**config.mk**
```make
export PLATFORM = sky130hd
export DESIGN_NAME = reading_order_rect_sort_top_flat
export DESIGN_NICKNAME = d
export VERILOG_FILES = /design/src/sv/rors_pkg.sv /design/src/sv/rors_req_if.sv /design/src/sv/rors_rsp_if.sv /design/src/sv/rors_ram.sv /design/src/sv/rors_ctrl.sv /design/src/sv/rors_dpath.sv /design/src/sv/reading_order_rect_sort_top.sv /design/src/flat_wrapper.sv
export SDC_FILE = /design/constraint.sdc
export NUM_CORES = 2
export LEC_CHECK = 0
export BUFFER_PORTS_ARGS = -buffer_cell sky130_fd_sc_hd__buf_2
export CAP_MARGIN = 15
export CORE_ASPECT_RATIO = 1.1
export CORE_UTILIZATION = 45
export CTS_BUF_LIST = sky130_fd_sc_hd__clkbuf_8 sky130_fd_sc_hd__clkbuf_16
export DETAILED_ROUTE_END_ITERATION = 8
export GPL_ROUTABILITY_DRIVEN = 0
export GPL_TIMING_DRIVEN = 0
export PLACE_DENSITY = 0.69
export SLEW_MARGIN = 20
export SYNTH_ARGS = -nofsm -noshare
export SYNTH_HDL_FRONTEND = slang
export SYNTH_SLANG_ARGS = --single-unit
```
**constraint.sdc**
```tcl
create_clock -name clock -period 9.45 [get_ports clock]
set_input_delay 1.4175 -clock clock [delete_from_list [all_inputs] [get_ports clock]]
set_output_delay 1.4175 -clock clock [all_outputs]
set_load 0.02 [all_outputs]
```
**src/sv/rors_pkg.sv**
```systemverilog
// shared constants and control types for the reading-order rectangle sorter
`default_nettype none

package rors_pkg;

   // fixed width of every coordinate field on the channels
   localparam int FIELD_BITS = 12;

   // defaults for the top-level parameters
   localparam int MAX_RECTS_DEF  = 64;
   localparam int COORD_BITS_DEF = 12;

   // commands from the controller to the datapath
   typedef struct packed {
      logic load;      // input transfer: store rectangle or flag a drop
      logic start;     // clear outer and output indexes
      logic read_i;    // read entry i
      logic take_i;    // hold entry i, start inner pass at j = 0
      logic step_j;    // compare entry j with held entry, swap if needed
      logic write_i;   // write held entry back to slot i, advance i
      logic read_k;    // read entry k for output
      logic show;      // load output register from read data
      logic next_k;    // advance output index
      logic done;      // run finished, empty the store
   } cmd_type;

   // status from the datapath to the controller
   typedef struct packed {
      logic n_small;   // fewer than two rectangles held
      logic i_last;
      logic j_last;
      logic k_last;
   } sts_type;

endpackage

`default_nettype wire

```
**src/sv/rors_req_if.sv**
```systemverilog
// input channel: one rectangle per transfer
`default_nettype none

interface rors_req_if;
   logic                            valid;
   logic                            ready;
   logic [rors_pkg::FIELD_BITS-1:0] rect_x;
   logic [rors_pkg::FIELD_BITS-1:0] rect_y;
   logic [rors_pkg::FIELD_BITS-1:0] rect_width;
   logic [rors_pkg::FIELD_BITS-1:0] rect_height;
   logic                            final_item;

   modport source (output valid, rect_x, rect_y, rect_width, rect_height, final_item,
                   input ready);
   modport sink (input valid, rect_x, rect_y, rect_width, rect_height, final_item,
                 output ready);
endinterface

`default_nettype wire

```
**src/sv/rors_rsp_if.sv**
```systemverilog
// result channel: one sorted rectangle per transfer
`default_nettype none

interface rors_rsp_if;
   logic                            valid;
   logic                            ready;
   logic [rors_pkg::FIELD_BITS-1:0] out_x;
   logic [rors_pkg::FIELD_BITS-1:0] out_y;
   logic [rors_pkg::FIELD_BITS-1:0] out_width;
   logic [rors_pkg::FIELD_BITS-1:0] out_height;
   logic                            out_final;
   logic                            overflowed;

   modport source (output valid, out_x, out_y, out_width, out_height, out_final, overflowed,
                   input ready);
   modport sink (input valid, out_x, out_y, out_width, out_height, out_final, overflowed,
                 output ready);
endinterface

`default_nettype wire

```
**src/sv/rors_ram.sv**
```systemverilog
// generic single-write, single-read ram with registered read data
`default_nettype none

module rors_ram #(
   parameter int WIDTH = 48,
   parameter int DEPTH = 64
) (
   input  wire logic                     clock,
   input  wire logic                     wr_en,
   input  wire logic [$clog2(DEPTH)-1:0] wr_addr,
   input  wire logic [WIDTH-1:0]         wr_data,
   input  wire logic [$clog2(DEPTH)-1:0] rd_addr,
   output logic      [WIDTH-1:0]         rd_data
);

   logic [WIDTH-1:0] mem_ff [DEPTH];
   logic [WIDTH-1:0] rd_data_ff;

   always_ff @(posedge clock) begin
      if (wr_en) begin
         mem_ff[wr_addr] <= wr_data;
      end
      rd_data_ff <= mem_ff[rd_addr];
   end

   assign rd_data = rd_data_ff;

endmodule

`default_nettype wire

```
**src/sv/rors_ctrl.sv**
```systemverilog
// controller: load, sort and emit sequencing
`default_nettype none

module rors_ctrl (
   input  wire logic              clock,
   input  wire logic              reset,
   input  wire logic              req_valid,
   input  wire logic              req_final,
   output logic                   req_ready,
   output logic                   rsp_valid,
   input  wire logic              rsp_ready,
   input  wire rors_pkg::sts_type sts,
   output rors_pkg::cmd_type      cmd
);

   localparam logic [2:0] ST_IDLE   = 3'd0;
   localparam logic [2:0] ST_START  = 3'd1;
   localparam logic [2:0] ST_RD_I   = 3'd2;
   localparam logic [2:0] ST_TAKE_I = 3'd3;
   localparam logic [2:0] ST_INNER  = 3'd4;
   localparam logic [2:0] ST_WB     = 3'd5;
   localparam logic [2:0] ST_RD_K   = 3'd6;
   localparam logic [2:0] ST_SHOW   = 3'd7;

   logic [2:0] state_ff;
   logic [2:0] state_in;
   logic       hold_ff;
   logic       hold_in;

   // hold_ff marks the output register as full; it overlays the idle code
   always_comb begin
      state_in = state_ff;
      hold_in  = hold_ff;
      cmd      = '0;
      unique case (state_ff)
         ST_IDLE: begin
            if (hold_ff) begin
               if (rsp_ready) begin
                  hold_in = 1'b0;
                  if (sts.k_last) begin
                     cmd.done = 1'b1;
                  end else begin
                     cmd.next_k = 1'b1;
                     state_in   = ST_RD_K;
                  end
               end
            end else if (req_valid) begin
               cmd.load = 1'b1;
               if (req_final) begin
                  state_in = ST_START;
               end
            end
         end
         ST_START: begin
            cmd.start = 1'b1;
            state_in  = sts.n_small ? ST_RD_K : ST_RD_I;
         end
         ST_RD_I: begin
            cmd.read_i = 1'b1;
            state_in   = ST_TAKE_I;
         end
         ST_TAKE_I: begin
            cmd.take_i = 1'b1;
            state_in   = ST_INNER;
         end
         ST_INNER: begin
            cmd.step_j = 1'b1;
            if (sts.j_last) begin
               state_in = ST_WB;
            end
         end
         ST_WB: begin
            cmd.write_i = 1'b1;
            state_in    = sts.i_last ? ST_RD_K : ST_RD_I;
         end
         ST_RD_K: begin
            cmd.read_k = 1'b1;
            state_in   = ST_SHOW;
         end
         ST_SHOW: begin
            cmd.show = 1'b1;
            hold_in  = 1'b1;
            state_in = ST_IDLE;
         end
         default: begin
            state_in = ST_IDLE;
         end
      endcase
   end

   always_ff @(posedge clock) begin
      if (reset) begin
         state_ff <= ST_IDLE;
         hold_ff  <= 1'b0;
      end else begin
         state_ff <= state_in;
         hold_ff  <= hold_in;
      end
   end

   assign req_ready = (state_ff == ST_IDLE) && !hold_ff;
   assign rsp_valid = hold_ff;

endmodule

`default_nettype wire

```
**src/sv/rors_dpath.sv**
```systemverilog
// datapath: rectangle store, indexes, compare-swap and output register
`default_nettype none

module rors_dpath #(
   parameter int MAX_RECTS  = rors_pkg::MAX_RECTS_DEF,
   parameter int COORD_BITS = rors_pkg::COORD_BITS_DEF
) (
   input  wire logic                            clock,
   input  wire logic                            reset,
   input  wire rors_pkg::cmd_type               cmd,
   output rors_pkg::sts_type                    sts,
   input  wire logic [rors_pkg::FIELD_BITS-1:0] in_x,
   input  wire logic [rors_pkg::FIELD_BITS-1:0] in_y,
   input  wire logic [rors_pkg::FIELD_BITS-1:0] in_w,
   input  wire logic [rors_pkg::FIELD_BITS-1:0] in_h,
   output logic      [rors_pkg::FIELD_BITS-1:0] out_x,
   output logic      [rors_pkg::FIELD_BITS-1:0] out_y,
   output logic      [rors_pkg::FIELD_BITS-1:0] out_w,
   output logic      [rors_pkg::FIELD_BITS-1:0] out_h,
   output logic                                 out_last,
   output logic                                 out_ovf
);

   localparam int AW = $clog2(MAX_RECTS);
   localparam int CW = $clog2(MAX_RECTS + 1);
   localparam int CB = COORD_BITS;
   localparam int EW = 4 * COORD_BITS;
   localparam int FB = rors_pkg::FIELD_BITS;

   logic [CW-1:0] count_ff;
   logic          drop_ff;
   logic [AW-1:0] i_ff;
   logic [AW-1:0] j_ff;
   logic [AW-1:0] k_ff;
   logic [EW-1:0] held_ff;
   logic [FB-1:0] x_ff;
   logic [FB-1:0] y_ff;
   logic [FB-1:0] w_ff;
   logic [FB-1:0] h_ff;
   logic          last_ff;
   logic          ovf_ff;

   logic          full;
   logic          wr_en;
   logic [AW-1:0] wr_addr;
   logic [EW-1:0] wr_data;
   logic [AW-1:0] rd_addr;
   logic [EW-1:0] rd_data;
   logic [EW-1:0] in_entry;
   logic [CB-1:0] xj, yj, hj, xi, yi, ydist;
   logic          swap;

   rors_ram #(
      .WIDTH (EW),
      .DEPTH (MAX_RECTS)
   ) u_ram (
      .clock   (clock),
      .wr_en   (wr_en),
      .wr_addr (wr_addr),
      .wr_data (wr_data),
      .rd_addr (rd_addr),
      .rd_data (rd_data)
   );

   // entry layout: x, y, width, height from the top down
   assign in_entry = {CB'(in_x), CB'(in_y), CB'(in_w), CB'(in_h)};

   assign xj = rd_data[EW-1 -: CB];
   assign yj = rd_data[3*CB-1 -: CB];
   assign hj = rd_data[CB-1:0];
   assign xi = held_ff[EW-1 -: CB];
   assign yi = held_ff[3*CB-1 -: CB];

   // memory copy of slot i is stale while it is held, so skip j == i
   assign ydist = (yj >= yi) ? (yj - yi) : (yi - yj);
   assign swap  = (j_ff != i_ff) && ((ydist <= hj) ? (xj > xi) : (yj > yi));

   assign full = (count_ff == CW'(MAX_RECTS));

   assign sts.n_small = (count_ff < CW'(2));
   assign sts.i_last  = (CW'(i_ff) == (count_ff - CW'(1)));
   assign sts.j_last  = (CW'(j_ff) == (count_ff - CW'(2)));
   assign sts.k_last  = (CW'(k_ff) == (count_ff - CW'(1)));

   always_comb begin
      wr_en   = 1'b0;
      wr_addr = count_ff[AW-1:0];
      wr_data = in_entry;
      if (cmd.load) begin
         wr_en = !full;
      end else if (cmd.step_j) begin
         wr_en   = swap;
         wr_addr = j_ff;
         wr_data = held_ff;
      end else if (cmd.write_i) begin
         wr_en   = 1'b1;
         wr_addr = i_ff;
         wr_data = held_ff;
      end
   end

   // step_j fetches the next j while the current one is compared
   always_comb begin
      rd_addr = k_ff;
      if (cmd.read_i) begin
         rd_addr = i_ff;
      end else if (cmd.take_i) begin
         rd_addr = '0;
      end else if (cmd.step_j) begin
         rd_addr = j_ff + AW'(1);
      end
   end

   always_ff @(posedge clock) begin
      if (reset) begin
         count_ff <= '0;
         drop_ff  <= 1'b0;
         i_ff     <= '0;
         j_ff     <= '0;
         k_ff     <= '0;
      end else begin
         if (cmd.load) begin
            if (full) begin
               drop_ff <= 1'b1;
            end else begin
               count_ff <= count_ff + CW'(1);
            end
         end
         if (cmd.start) begin
            i_ff <= '0;
            k_ff <= '0;
         end
         if (cmd.take_i) begin
            j_ff <= '0;
         end
         if (cmd.step_j) begin
            j_ff <= j_ff + AW'(1);
         end
         if (cmd.write_i) begin
            i_ff <= i_ff + AW'(1);
         end
         if (cmd.next_k) begin
            k_ff <= k_ff + AW'(1);
         end
         if (cmd.done) begin
            count_ff <= '0;
            drop_ff  <= 1'b0;
         end
      end
   end

   always_ff @(posedge clock) begin
      if (cmd.take_i || (cmd.step_j && swap)) begin
         held_ff <= rd_data;
      end
      if (cmd.show) begin
         x_ff    <= FB'(rd_data[EW-1 -: CB]);
         y_ff    <= FB'(rd_data[3*CB-1 -: CB]);
         w_ff    <= FB'(rd_data[2*CB-1 -: CB]);
         h_ff    <= FB'(rd_data[CB-1:0]);
         last_ff <= sts.k_last;
         ovf_ff  <= drop_ff;
      end
   end

   assign out_x    = x_ff;
   assign out_y    = y_ff;
   assign out_w    = w_ff;
   assign out_h    = h_ff;
   assign out_last = last_ff;
   assign out_ovf  = ovf_ff;

endmodule

`default_nettype wire

```
**src/sv/reading_order_rect_sort_top.sv**
```systemverilog
// Reading-order rectangle sorter, top level.
// The req channel takes one rectangle (x, y, width, height) per transfer, one
// transfer per cycle while loading. Up to MAX_RECTS rectangles are stored; any
// more are dropped and reported through overflowed on every result of the run.
// A transfer with final_item set closes the set: req.ready then drops and the
// block sorts the stored n rectangles (if n >= 2) in place by exchange sort,
// one compare-swap per cycle against a held entry, bound by the single read
// and single write port of the rectangle store. An outer pass reads entry i,
// holds it, steps j through the store and writes it back to slot i.
// The sorted rectangles then leave on the rsp channel, out_final marking the
// last; each result is read from the store, loaded into the output register
// and transferred before the next is read. While rsp.ready is low the result
// holds in the output register and nothing advances. After the last result the
// block takes a new set. Reset (synchronous, active high) empties the store
// and clears the drop flag; store contents are not cleared, only slots written
// in the current load are ever read.
`default_nettype none

module reading_order_rect_sort_top #(
   parameter int MAX_RECTS  = rors_pkg::MAX_RECTS_DEF,
   parameter int COORD_BITS = rors_pkg::COORD_BITS_DEF
) (
   input wire logic   clock,
   input wire logic   reset,
   rors_req_if.sink   req,
   rors_rsp_if.source rsp
);

   rors_pkg::cmd_type cmd;
   rors_pkg::sts_type sts;

   rors_ctrl u_ctrl (
      .clock     (clock),
      .reset     (reset),
      .req_valid (req.valid),
      .req_final (req.final_item),
      .req_ready (req.ready),
      .rsp_valid (rsp.valid),
      .rsp_ready (rsp.ready),
      .sts       (sts),
      .cmd       (cmd)
   );

   rors_dpath #(
      .MAX_RECTS  (MAX_RECTS),
      .COORD_BITS (COORD_BITS)
   ) u_dpath (
      .clock    (clock),
      .reset    (reset),
      .cmd      (cmd),
      .sts      (sts),
      .in_x     (req.rect_x),
      .in_y     (req.rect_y),
      .in_w     (req.rect_width),
      .in_h     (req.rect_height),
      .out_x    (rsp.out_x),
      .out_y    (rsp.out_y),
      .out_w    (rsp.out_width),
      .out_h    (rsp.out_height),
      .out_last (rsp.out_final),
      .out_ovf  (rsp.overflowed)
   );

endmodule

`default_nettype wire

```
**src/flat_wrapper.sv**
```systemverilog
// flat-port wrapper written by rule: the top's interface ports become plain ports
module reading_order_rect_sort_top_flat 
#(
   parameter int MAX_RECTS  = rors_pkg::MAX_RECTS_DEF,
   parameter int COORD_BITS = rors_pkg::COORD_BITS_DEF
)
  (clock, reset, req_valid, req_rect_x, req_rect_y, req_rect_width, req_rect_height, req_final_item, req_ready, rsp_valid, rsp_out_x, rsp_out_y, rsp_out_width, rsp_out_height, rsp_out_final, rsp_overflowed, rsp_ready);
  rors_req_if req_i ();
  rors_rsp_if rsp_i ();
  input wire logic clock;
  input wire logic reset;
  input wire logic [$bits(req_i.valid)-1:0] req_valid;
  input wire logic [$bits(req_i.rect_x)-1:0] req_rect_x;
  input wire logic [$bits(req_i.rect_y)-1:0] req_rect_y;
  input wire logic [$bits(req_i.rect_width)-1:0] req_rect_width;
  input wire logic [$bits(req_i.rect_height)-1:0] req_rect_height;
  input wire logic [$bits(req_i.final_item)-1:0] req_final_item;
  output wire logic [$bits(req_i.ready)-1:0] req_ready;
  output wire logic [$bits(rsp_i.valid)-1:0] rsp_valid;
  output wire logic [$bits(rsp_i.out_x)-1:0] rsp_out_x;
  output wire logic [$bits(rsp_i.out_y)-1:0] rsp_out_y;
  output wire logic [$bits(rsp_i.out_width)-1:0] rsp_out_width;
  output wire logic [$bits(rsp_i.out_height)-1:0] rsp_out_height;
  output wire logic [$bits(rsp_i.out_final)-1:0] rsp_out_final;
  output wire logic [$bits(rsp_i.overflowed)-1:0] rsp_overflowed;
  input wire logic [$bits(rsp_i.ready)-1:0] rsp_ready;
  assign req_i.valid = req_valid;
  assign req_i.rect_x = req_rect_x;
  assign req_i.rect_y = req_rect_y;
  assign req_i.rect_width = req_rect_width;
  assign req_i.rect_height = req_rect_height;
  assign req_i.final_item = req_final_item;
  assign req_ready = req_i.ready;
  assign rsp_valid = rsp_i.valid;
  assign rsp_out_x = rsp_i.out_x;
  assign rsp_out_y = rsp_i.out_y;
  assign rsp_out_width = rsp_i.out_width;
  assign rsp_out_height = rsp_i.out_height;
  assign rsp_out_final = rsp_i.out_final;
  assign rsp_overflowed = rsp_i.overflowed;
  assign rsp_i.ready = rsp_ready;
  reading_order_rect_sort_top #(.MAX_RECTS(MAX_RECTS), .COORD_BITS(COORD_BITS)) u_core (.clock(clock), .reset(reset), .req(req_i), .rsp(rsp_i));
endmodule
```
==> impl_metrics.tcl <==
set metrics [dict create \
    wl_um 343000 \
    postSynthAreaPerCell_um2 20.7 \
    fin_util_pct 52.3 \
    p_sw_mw 8.54 \
    clk_latency_ns 0.97 \
    rows 203 \
    cts_hold_buf 0 \
    ys_warn_count 0 \
    grt_pass1_vias 66000 \
    area_growth_pct 15.3 \
    coreArea_um2 279000 \
    crit_top_cell "buf_2" \
    synth.top_cell.area_share_pct 75.3 \
    synth_nets 6209 \
    power_leakage_nw 48.3 \
    cts_tree "built" \
    path_clk_slew_ns 0.06 \
    critPathLaunchType "register" \
    final_cell_mix "3170 x edfxtp_1, 768 x mux4_2, 472 x nand2_1" \
    hp-class "register to register" \
    dieArea_um2 283000 \
    n_fill_cell 21100 \
    synthDistinctLibCells 75 \
    post_cts_buffers 0 \
    critPathArrivalTime_ns 9.66 \
    drt_iter0_drc 9576 \
    p_int_mw 25.6 \
    drt_pass1_iterations 7 \
    ios 105 \
    peakVddDrop_v 0.000218 \
    layout-drive-gt1-share_pct 28.8 \
    grt_max_degree 65 \
    status "finished clean" \
    die_w_um 507 \
    crit_type "register to register" \
    dpl.hpwl_um 229000 \
    fin_worst_skew_ns 0.0748 \
    vias_per_cell 6.11 \
    crit_fanout 10 \
    cpLargestDelayFamily "buffers and inverters" \
    worstMarginPinSlew_ns 1.27 \
    synth_cells 6099 \
    maxCapViolations 0 \
    finalNetCount 6997 \
    yosys.area.top_type "edfxtp_1" \
    seq_area_frac_synth_pct 76.6 \
    grt-ovfl-total 0 \
    syn_area_um2 126000 \
    pwr_density_cell_nw_per_um2 234 \
    final_common_cell "edfxtp_1" \
    crit_path_end_kind "register" \
    critPathMaxStageDelay_ns 0.95 \
    antenna_found_initial 16 \
    p_sw_share_pct 25.0 \
    rsz0062_at_grt "no" \
    hold_viol_final 0 \
    period_minus_slack_ns 8.98 \
    relSlewSlack_pct 13.9 \
    portBuffers 104 \
    die_height_um 558 \
    grt_pass1_wl_um 481000 \
    cts-resized-gates 0 \
    vias 66100 \
    max_freq_ghz 0.111 \
    synth_ff_type "edfxtp_1" \
    synth-seq-cells 3248 \
    synth-edff-count 3170 \
    hold_slack_ns 0.438 \
    clockRootBuffer "clkbuf_16" \
    drc_errors 0 \
    slowest_stage "mux2i_1" \
    async_flop_share_pct 0 \
    drt-wirelength-per-cell_um 31.7 \
    start_util_pct 45.3 \
    setup_viol 0 \
    yosys-top-cells-area "edfxtp_1 75%, mux4_2 14%, nand2_1 1.4%" \
    cp.required_ns 10.14 \
    clkPwrFrac_pct 37.3 \
    p_comb_share_pct 13.5 \
    maxSlewViolCount 0 \
    htree_levels 5 \
    cts_buffer_depth 4 \
    numCtsBuffers 336 \
    total_power_mw 34.1 \
    pwr-share-seq_pct 49.2 \
    cp_num_buf_inv 12 \
    ant_nets 0 \
    cts.sinks 3248 \
    grtUsageTotal_pct 24.1 \
    min_period_over_period_pct 95.0 \
]
==> power by group through the flow <==
stage	Sequential [mW]	Clock (mW)	Combinational, mW
CTS	16.8	12.8	4.55
detailed placement	17.1	0	4.52
global placement	17.2	0	4.30
floorplan	16.9	0	2.84
global route	16.8	13.3	4.82
finish	16.8	12.7	4.60
==> flip-flops by register name (all words and copies together) (netlist names) <==
register / flops
u_core.u_dpath.out_x: 12
u_core.u_ctrl.state_ff: 3
u_core.u_dpath.out_w: 12
u_core.u_ctrl.rsp_valid: 1
u_core.u_dpath.out_h: 12
u_core.u_dpath.u_ram.mem_ff: 3072
u_core.u_dpath.held_ff: 48
u_core.u_dpath.out_ovf: 1
u_core.u_dpath.u_ram.rd_data: 48
u_core.u_dpath.i_ff: 6
u_core.u_dpath.count_ff: 7
u_core.u_dpath.drop_ff: 1
u_core.u_dpath.out_last: 1
u_core.u_dpath.k_ff: 6
u_core.u_dpath.out_y: 12
u_core.u_dpath.j_ff: 6
==> layer usage <==
layer / wire (um) / global-route usage [%]
met5: 22 / 0
met4: 21000 / 13.0
met3: 34700 / 5.03
met2: 163000 / 38.2
met1: 124000 / 31.2
==> cell type report <==
type	instances	area (um^2)	area share (%)
diodes	8	20.0	0.0137
plain buffers	347	1850	1.27
clock buffers	362	8880	6.10
clock inverters	217	1620	1.11
inverters	65	244	0.168
multi-input cells	2439	28100	19.3
flip-flops and latches	3248	96800	66.4
well taps	3690	4620	3.17
repair buffers	450	3550	2.44
==> worst register-to-register path: cells and delay by family, from the launching register on <==
family / cells / cell delay [ns]
flops: 1 / 0.70
fa+ha+maj: 2 / 0.78
compound gates: 9 / 2.15
mux: 1 / 0.95
simple gates: 4 / 0.89
xor+xnor: 1 / 0.16
buf+inv: 12 / 3.06
==> cell usage after synthesis, types with 5 or more instances <==
library cell	number
nor2b_1	8
nand2_1	472
xor2_1	20
a211oi_1	5
edfxtp_1	3170
ha_1	55
clkbuf_1	109
a22oi_1	41
nor4_1	23
mux2i_1	134
dfxtp_1	78
nand3_1	323
buf_1	14
mux2_2	55
and2_1	6
a21oi_1	50
buf_2	146
a31oi_1	46
nor3_1	14
nor4b_1	12
inv_1	63
a21o_1	15
nor2_1	85
buf_4	62
and3_1	43
buf_6	15
nand4_1	48
o21ai_0	22
xnor2_1	32
o211ai_1	89
mux4_2	768
==> logic make-up (layout without fill, tap and decap cells) <==
kind of cell               Yosys count  after routing  synth area share, %
AOI/OAI and AO/OA                  303            303                 1.66
other                                0              8                    0
and+or+nand+nor                   1067           1067                 3.91
adders and majority gates           57             57                0.576
DFF                               3248           3248                 76.6
muxes                              959            959                 15.3
xor gates and xnor gates            53             53                0.378
buffers and inverters              412           1441                 1.64
==> final timing paths <==
path / start / endpoint / slack (ns) / depth (start not counted)
max: u_core.u_dpath.held_ff[25] / u_core.u_dpath.u_ram.mem_ff[6][25] / 0.47 / 29
min reg2reg: u_core.u_dpath.u_ram.rd_data[14] / u_core.u_dpath.held_ff[14] / 0.44 / 0
min: u_core.u_dpath.u_ram.rd_data[14] / u_core.u_dpath.held_ff[14] / 0.44 / 0
max reg2reg: u_core.u_dpath.held_ff[25] / u_core.u_dpath.u_ram.mem_ff[6][25] / 0.47 / 29
==> per-stage QoR <==
step	TNS (ns)	cell area, um^2	std cells	setup slack, ns
finish	0	146000	10800	0.475
detailed placement	0	135000	10200	1.02
CTS	0	146000	10800	0.918
global placement	-	131000	9893	-8.82
floorplan	-189.42	126000	6099	-0.426
global route	0	146000	10800	0.293
Note: power is estimated with default switching activity, not from simulation.
